`src/rtl/ola_pkg.sv`:
```
// Shared types and codes for the ordered array list engine.
package ola_pkg;

  typedef enum logic [2:0] {
    OP_APPEND  = 3'd0,
    OP_INSERT  = 3'd1,
    OP_REPLACE = 3'd2,
    OP_REMOVE  = 3'd3,
    OP_SEARCH  = 3'd4,
    OP_READ    = 3'd5
  } op_e;

  typedef enum logic [1:0] {
    STAT_OK        = 2'd0,
    STAT_NOT_FOUND = 2'd1,
    STAT_BAD_POS   = 2'd2,
    STAT_FULL      = 2'd3
  } status_e;

  typedef enum logic [2:0] {
    S_IDLE,
    S_DECODE,
    S_SHIFT_UP,
    S_PLACE,
    S_SCAN,
    S_SHIFT_DN,
    S_READ,
    S_FINISH
  } state_e;

  typedef enum logic [2:0] {
    RD_NONE,
    RD_LAST,
    RD_FIRST,
    RD_POS,
    RD_NEXT,
    RD_PREV
  } rd_sel_e;

  typedef enum logic [2:0] {
    WR_NONE,
    WR_TAIL,
    WR_UP,
    WR_POS,
    WR_HERE,
    WR_DOWN
  } wr_sel_e;

  typedef enum logic [3:0] {
    RES_NONE,
    RES_OK_TAIL,
    RES_OK_POS,
    RES_OK_PTR,
    RES_OK_READ,
    RES_OK_ZERO,
    RES_NOT_FOUND,
    RES_BAD_POS,
    RES_FULL
  } res_sel_e;

  typedef struct packed {
    logic     load;
    rd_sel_e  rd;
    wr_sel_e  wr;
    res_sel_e res;
    logic     cnt_inc;
    logic     cnt_dec;
    logic     out_load;
  } cmd_t;

  typedef struct packed {
    op_e  op;
    logic full;
    logic empty;
    logic pos_bad;
    logic match;
    logic at_pos;
    logic last;
    logic out_free;
  } stat_t;

endpackage

```
`src/rtl/ola_ctrl.sv`:
```
// Control state machine that sequences each list operation through the datapath.
module ola_ctrl (
  input  logic           clk_i,
  input  logic           rst_ni,
  input  logic           in_valid_i,
  output logic           in_stall_o,
  input  ola_pkg::stat_t stat_i,
  output ola_pkg::cmd_t  cmd_o
);
  import ola_pkg::*;

  state_e state_q;
  state_e state_d;

  always_ff @(posedge clk_i or negedge rst_ni) begin
    if (!rst_ni) begin
      state_q <= S_IDLE;
    end else begin
      state_q <= state_d;
    end
  end

  always_comb begin
    state_d       = state_q;
    cmd_o         = '0;
    cmd_o.rd      = RD_NONE;
    cmd_o.wr      = WR_NONE;
    cmd_o.res     = RES_NONE;
    unique case (state_q)
      S_IDLE: begin
        if (in_valid_i) begin
          cmd_o.load = 1'b1;
          state_d    = S_DECODE;
        end
      end
      S_DECODE: begin
        state_d = S_FINISH;
        unique case (stat_i.op) inside
          OP_APPEND: begin
            if (stat_i.full) begin
              cmd_o.res = RES_FULL;
            end else begin
              cmd_o.wr      = WR_TAIL;
              cmd_o.res     = RES_OK_TAIL;
              cmd_o.cnt_inc = 1'b1;
            end
          end
          OP_INSERT: begin
            if (stat_i.pos_bad) begin
              cmd_o.res = RES_BAD_POS;
            end else if (stat_i.full) begin
              cmd_o.res = RES_FULL;
            end else begin
              cmd_o.rd = RD_LAST;
              state_d  = S_SHIFT_UP;
            end
          end
          OP_REPLACE, OP_REMOVE, OP_SEARCH: begin
            if (stat_i.empty) begin
              cmd_o.res = RES_NOT_FOUND;
            end else begin
              cmd_o.rd = RD_FIRST;
              state_d  = S_SCAN;
            end
          end
          OP_READ: begin
            if (stat_i.pos_bad) begin
              cmd_o.res = RES_BAD_POS;
            end else begin
              cmd_o.rd = RD_POS;
              state_d  = S_READ;
            end
          end
          default: cmd_o.res = RES_OK_ZERO;
        endcase
      end
      S_SHIFT_UP: begin
        cmd_o.wr = WR_UP;
        if (stat_i.at_pos) begin
          state_d = S_PLACE;
        end else begin
          cmd_o.rd = RD_PREV;
        end
      end
      S_PLACE: begin
        cmd_o.wr      = WR_POS;
        cmd_o.res     = RES_OK_POS;
        cmd_o.cnt_inc = 1'b1;
        state_d       = S_FINISH;
      end
      S_SCAN: begin
        if (stat_i.match) begin
          cmd_o.res = RES_OK_PTR;
          state_d   = S_FINISH;
          unique case (stat_i.op)
            OP_REPLACE: cmd_o.wr = WR_HERE;
            OP_REMOVE: begin
              if (stat_i.last) begin
                cmd_o.cnt_dec = 1'b1;
              end else begin
                cmd_o.rd = RD_NEXT;
                state_d  = S_SHIFT_DN;
              end
            end
            default: ;
          endcase
        end else if (stat_i.last) begin
          cmd_o.res = RES_NOT_FOUND;
          state_d   = S_FINISH;
        end else begin
          cmd_o.rd = RD_NEXT;
        end
      end
      S_SHIFT_DN: begin
        cmd_o.wr = WR_DOWN;
        if (stat_i.last) begin
          cmd_o.cnt_dec = 1'b1;
          state_d       = S_FINISH;
        end else begin
          cmd_o.rd = RD_NEXT;
        end
      end
      S_READ: begin
        cmd_o.res = RES_OK_READ;
        state_d   = S_FINISH;
      end
      S_FINISH: begin
        if (stat_i.out_free) begin
          cmd_o.out_load = 1'b1;
          state_d        = S_IDLE;
        end
      end
      default: state_d = S_IDLE;
    endcase
  end

  assign in_stall_o = (state_q != S_IDLE);

endmodule

```
`config.mk`:
```
export PLATFORM = sky130hd
export DESIGN_NAME = ola_ctrl
export DESIGN_NICKNAME = d
export VERILOG_FILES = /design/src/rtl/ola_pkg.sv /design/src/rtl/ola_ctrl.sv
export SDC_FILE = /design/constraint.sdc
export NUM_CORES = 1
export LEC_CHECK = 0
export BUFFER_PORTS_ARGS = -buffer_cell sky130_fd_sc_hd__buf_2
export CAP_MARGIN = 0
export CORE_AREA = 2 2 39 41
export CTS_CLUSTER_DIAMETER = 30
export DETAILED_ROUTE_END_ITERATION = 7
export DIE_AREA = 0 0 41 43
export PLACE_DENSITY = 0.76
export SETUP_SLACK_MARGIN = 0.3
export SYNTH_ARGS = -nofsm -noshare
export SYNTH_HDL_FRONTEND = slang
export SYNTH_SLANG_ARGS = --single-unit
export TNS_END_PERCENT = 5
```
`constraint.sdc`:
```
create_clock -name clk_i -period 2.82 [get_ports clk_i]
set_input_delay 0.846 -clock clk_i [delete_from_list [all_inputs] [get_ports clk_i]]
set_output_delay 0.846 -clock clk_i [all_outputs]
set_load 0.005 [all_outputs]
```
==> results.py, run 1 <==
metrics = {
    "run_status": {
        "outcome": "complete, no violations",
    },
    "logic_synthesis": {
        "synthCells": 89,
        "seq_area_frac_synth_pct": 12.2,
        "synth_cell_types": 33,
        "synth_area_um2": 613,
        "syn_area_per_cell_um2": 6.89,
        "synth_edf_count": 0,
        "synth_ff_type": "dfrtp_1",
        "ys_async_sr_fraction_pct": 100,
        "synth_fp_nets": 104,
        "ys_ff_latch": 3,
        "synth_warnings": 0,
    },
    "drt": {
        "wl_per_cell_um": 13.3,
        "drt-total-wl_um": 1840,
        "route.detailed.drc": 0,
        "num_vias": 809,
        "drtIter0Drc": 24,
        "viasPerCell": 5.86,
        "ant_nets": 0,
        "firstDrtPassIters": 4,
    },
    "timing": {
        "finalCriticalPeriod_ns": 2.58,
        "setup_violations": 0,
        "finalHoldViolations": 0,
        "clock.fmax_ghz": 0.388,
        "grt_setup_unrepaired": "true",
        "slew_violations": 0,
        "slew_headroom_pct": 77.8,
        "fin_tns_setup_ns": 0,
        "tightest_slew_ns": 0.332,
        "finalCritPeriodShare_pct": 91.5,
        "fin_worst_skew_ns": 0.00128,
    },
    "clocking": {
        "cts_made_buffers": 3,
        "cts_root_buf": "clkbuf_4",
        "cts_buffer_depth": 2,
        "hold_buffers": 0,
        "clk-insertion-delay-late_ns": 0.23,
        "cts_tree": "built",
        "clk_pin_slew_ns": 0.04,
        "clock-sinks": 3,
        "htreeDepth": 1,
    },
    "setup_path": {
        "reg2reg_from": "state_q[1]",
        "criticalPathCategory": "input port to output port",
        "end_kind": "output port",
        "critPathLaunchType": "input port",
        "cp-startpoint": "stat_i[8]",
        "cp_max_fo": 7,
        "cp.arrival_ns": 1.73,
        "crit_required_ns": 1.97,
    },
    "pwr": {
        "power.clock.fraction_pct": 11.2,
        "p_sw_share_pct": 47.2,
        "power.density_mw_per_mm2": 741,
        "p_sw_uw": 312,
        "power.leakage_uw": 0.000428,
        "combPwrFrac_pct": 74.3,
        "vdd_drop_max_mv": 0.527,
        "intPower_uw": 349,
        "p_seq_share_pct": 14.4,
    },
    "layout": {
        "diodes": 0,
        "seqCellArea_um2": 76.3,
        "fin_nets": 138,
        "top_register": "state_q",
        "most-common-layout-cells": "buf_2, nor2_1, o21ai_0, buf_4",
        "post-route-util_pct": 64.4,
        "multi_input_area_um2": 504,
        "drive_above_1_share_pct": 41.0,
        "fillers": 130,
        "top_regs": "state_q (3)",
        "final_common_cell": "buf_2",
        "largest_reg_flops": 3,
        "syn_to_final_growth_pct": 45.3,
    },
    "place": {
        "gp_congestion": 0.932,
        "io_buffers": 27,
        "hpwl_um": 1290,
    },
    "floorplanning": {
        "start_util_pct": 44.3,
        "placementRows": 14,
        "dieArea_mm2": 0.00176,
        "die_width_um": 41,
        "io_pins": 28,
        "core_area_mm2": 0.00138,
        "chipHeight_um": 43,
    },
    "global_route": {
        "grt_overflow": 0,
        "grt_use_total_pct": 22.4,
        "antenna_found_initial": 0,
        "grt_pass1_wl_um": 2800,
        "grt_start_max_net_pins": 13,
        "grt_pass1_vias": 710,
    },
    "run": {
        "drv_cap": 0,
    },
    "worst_hold_path": {
        "worstHoldPathType": "input port to asynchronous set/reset pin",
    },
}
power by group through the flow:
stage | logic, uW | registers, uW | clock network, uW
floorplan | 326 | 84.2 | 0
CTS | 473 | 91.6 | 78.7
finish | 491 | 95.3 | 74.3
detailed placement | 458 | 91.5 | 0
global route | 541 | 99.8 | 78.8
global placement | 456 | 91.7 | 0
per-layer routing:
| metal | up-vias | wire length [um] | GRT usage (%) |
|---|---|---|---|
| met1 | 381 | 729 | 25.7 |
| li1 | 396 | - | - |
| met2 | 30 | 991 | 35.9 |
| met5 | - | 0 | 0 |
| met4 | 0 | 6 | 11.3 |
| met3 | 2 | 108 | 5.76 |
final timing paths:
| kind | to | slack [ns] | depth (start not counted) |
|---|---|---|---|
| min reg2reg | state_q[1] | 0.59 | 1 |
| max reg2reg | state_q[1] | 1.06 | 6 |
| max in group asynchronous | state_q[1] | 2.30 | 1 |
| min in group clk_i | state_q[1] | 0.59 | 1 |
| min | state_q[0] | 0.40 | 1 |
| max | cmd_o[10] | 0.24 | 6 |
area by class of cell:
cell class | instances | area share [%]
sequential | 3 | 8.57
clock buffer | 4 | 2.95
multi-input combinational | 74 | 56.6
timing repair buffer | 35 | 27.1
inverter | 6 | 2.53
tap | 16 | 2.25
cells in the mapped netlist, types with 2 or more instances:
library cell / count / area [um2]
inv_1: 6 / 22.5
a31oi_1: 5 / 31.3
nor2b_1: 3 / 18.8
dfrtp_1: 3 / 75.1
nand2_1: 6 / 22.5
nand3_1: 3 / 15.0
buf_4: 3 / 22.5
nand3b_1: 2 / 15.0
ha_1: 2 / 25.0
and3_1: 3 / 18.8
nor2_1: 10 / 37.5
a31o_2: 2 / 17.5
buf_2: 2 / 10.0
a21oi_1: 5 / 25.0
o21ai_0: 9 / 45.0
nor3_1: 2 / 10.0
a32oi_1: 2 / 17.5
nand2b_1: 4 / 25.0
o31ai_1: 2 / 15.0
a221oi_2: 2 / 30.0
metrics by stage:
step | instance area [um2] | setup WS (ns) | std cells | total power (uW) | hold slack (ns)
floorplan | 613 | 0.330 | 89 | 410 | 0.550
global placement | 747 | 0.167 | 129 | 548 | 0.575
detailed placement | 747 | 0.105 | 129 | 550 | 0.575
CTS | 857 | 0.217 | 138 | 643 | 0.393
global route | 891 | 0.203 | 138 | 719 | 0.405
finish | 891 | 0.240 | 138 | 660 | 0.404
cell families after synthesis:
| logic type | Yosys count | share of synthesized area (%) |
|---|---|---|
| XOR/XNOR | 1 | 1.43 |
| adder cells (fa/ha/maj) | 2 | 4.08 |
| AND/OR/NAND/NOR | 39 | 35.3 |
| buffers and inverters | 12 | 10.8 |
| flip-flops | 3 | 12.2 |
| AO/OA/AOI/OAI | 32 | 36.1 |
critical path: stages:
cell and delay, ns:
buf_12 0.11, or3b_4 0.39, nor2_4 0.09, a31oi_1 0.08, nor2_1 0.09, buf_2 0.11
what timing repair did:
action / in CTS / in global routing
setup endpoints to repair: 8 / 9
resized for setup: 12 / 10
setup buffers: 5 / 0
pin swaps: 4 / 5
(Power assumes the default switching activity.)
==> run 2, diff against run 1 <==
==> constraint.sdc (replaced) <==
create_clock -name clk_i -period 2.82 [get_ports clk_i]
set_input_delay 0.141 -clock clk_i [delete_from_list [all_inputs] [get_ports clk_i]]
set_output_delay 0.141 -clock clk_i [all_outputs]
set_load 0.005 [all_outputs]
==> run 2 against run 1 <==
Compared with the run above:
- cell count decreased by 5.1%
- via count decreased by 6.9%
- die area stayed put
- combinational power down 23%
- final area decreased by 15%
- flip-flop and latch count did not move
- largest cell class unchanged
==> results.py, run 2 (synthesis gave the netlist of run 1 again) <==
metrics = {
    "drt": {
        "route.detailed.drc": 0,
        "drtIter0Drc": 29,
        "num_vias": 753,
        "drt-total-wl_um": 1670,
        "wl_per_cell_um": 12.7,
        "ant_nets": 0,
        "firstDrtPassIters": 4,
        "viasPerCell": 5.75,
    },
    "pwr": {
        "power.density_mw_per_mm2": 784,
        "combPwrFrac_pct": 63.6,
        "p_sw_uw": 293,
        "finalPower_uw": 597,
        "vdd_drop_max_mv": 0.448,
        "power.clock.fraction_pct": 12.2,
        "p_seq_share_pct": 24.2,
        "intPower_uw": 303,
        "p_sw_share_pct": 49.2,
        "power.leakage_uw": 0.000365,
    },
    "global_route": {
        "grt_overflow": 0,
        "antenna_found_initial": 0,
        "grt_pass1_wl_um": 2530,
        "grt_pass1_vias": 622,
        "grt_start_max_net_pins": 17,
        "grt_use_total_pct": 20.5,
    },
    "floorplanning": {
        "dieArea_mm2": 0.00176,
        "chipHeight_um": 43,
        "io_pins": 28,
        "core_area_mm2": 0.00138,
        "start_util_pct": 44.3,
        "die_width_um": 41,
        "placementRows": 14,
    },
    "timing": {
        "fin_worst_skew_ns": 0.00215,
        "tightest_slew_ns": 0.514,
        "setup_violations": 0,
        "finalCritPeriodShare_pct": 70.9,
        "finalCriticalPeriod_ns": 2.00,
        "clock.fmax_ghz": 0.500,
        "fin_tns_setup_ns": 0,
        "finalHoldViolations": 0,
        "grt_setup_unrepaired": "false",
        "slew_violations": 0,
        "slew_headroom_pct": 65.7,
        "hold_ws_ns": 0.242,
    },
    "run_status": {
        "outcome": "complete, no violations",
    },
    "setup_path": {
        "reg2reg_from": "state_q[1]",
        "cp_max_fo": 16,
        "cp-startpoint": "state_q[1]",
        "end_kind": "output port",
        "critPathLaunchType": "register",
        "criticalPathCategory": "register to output port",
        "crit_required_ns": 2.68,
        "reg2regPathDepth": 6,
        "slowest_stage": "dfrtp_1",
        "cp.arrival_ns": 1.86,
        "path_cells": "inv_1, ha_1, o31ai_1, buf_2",
        "cp_slowest_stage_delay_ns": 0.65,
    },
    "layout": {
        "most-common-layout-cells": "buf_2, nor2_1, o21ai_0, inv_1, nand2_1",
        "drive_above_1_share_pct": 31.3,
        "diodes": 0,
        "seqCellArea_um2": 75.1,
        "multi_input_area_um2": 472,
        "final_common_cell": "buf_2",
        "largest_reg_flops": 3,
        "syn_to_final_growth_pct": 24.1,
        "top_regs": "state_q (3)",
        "fin_area_um2": 761,
        "fin_nets": 131,
        "fillers": 142,
        "top_register": "state_q",
    },
    "clocking": {
        "clock-sinks": 3,
        "cts_tree": "built",
        "clk-insertion-delay-late_ns": 0.23,
        "cts_made_buffers": 3,
        "htreeDepth": 1,
        "cts_root_buf": "clkbuf_4",
        "clk_pin_slew_ns": 0.04,
        "cts_buffer_depth": 2,
    },
    "worst_hold_path": {
        "worstHoldPathType": "input port to asynchronous set/reset pin",
    },
    "run": {
        "drv_cap": 0,
    },
    "place": {
        "placed_area_um2": 724,
        "gp_congestion": 0.949,
        "hpwl_um": 1260,
        "io_buffers": 27,
    },
}
[run 2: cell count changes in the layout (fill, tap and decap cells not counted), sizes merged]
cell	previous run	this run
buf	35	27
dlygate4sd3	0	1
[run 2: path summary, 6_finish.rpt]
path	endpoint	slack, ns
min reg2reg	state_q[1]	0.82
min	state_q[0]	0.24
max	cmd_o[7]	0.82
max reg2reg	state_q[1]	0.98
max in group asynchronous	state_q[2]	2.47
min in group clk_i	state_q[0]	0.27
[run 2: layout make-up]
class                      count  area share, %
clock buffer                   4           3.45
multi-input combinational     74           62.0
inverter                       6           2.96
sequential                     3           9.87
timing repair buffer          28           19.1
tap                           16           2.63
[run 2: worst max-delay path, delay by kind of cell, from the launching register on]
family / cells / cell delay, ns
AO/OA/AOI/OAI: 1 / 0.23
adder cells (fa/ha/maj): 1 / 0.36
buffers and inverters: 2 / 0.38
flip-flops: 1 / 0.65
[run 2: per-stage QoR]
stage	std cells	worst slack [ns]	utilization [%]
final	131	0.821	55.0
after global routing	131	0.638	55.0
after CTS	131	0.827	55.0
after detailed placement	126	1.01	52.4
after global placement	126	1.07	52.4
after floorplan	89	1.40	-
[run 2: power groups by stage]
stage | logic [uW] | registers (uW) | clock network (uW)
after floorplan | 326 | 84.2 | 0
after global placement | 373 | 140 | 0
after detailed placement | 378 | 142 | 0
after CTS | 381 | 141 | 76.7
after global routing | 423 | 151 | 78.1
final | 380 | 144 | 73.0
[run 2: metal layers]
metal | share of wire (%) | GRT usage [%]
met2 | 49 | 30.0
met3 | 4.7 | 3.14
met1 | 46 | 27.6
met5 | 0 | 0
met4 | 0.84 | 11.3
[run 2: what timing repair did]
action | in CTS | in global routing
setup buffers | 0 | 0
endpoints found under the hold margin | 3 | 0
hold buffers | 1 | 0
gates resized for setup | 0 | 0
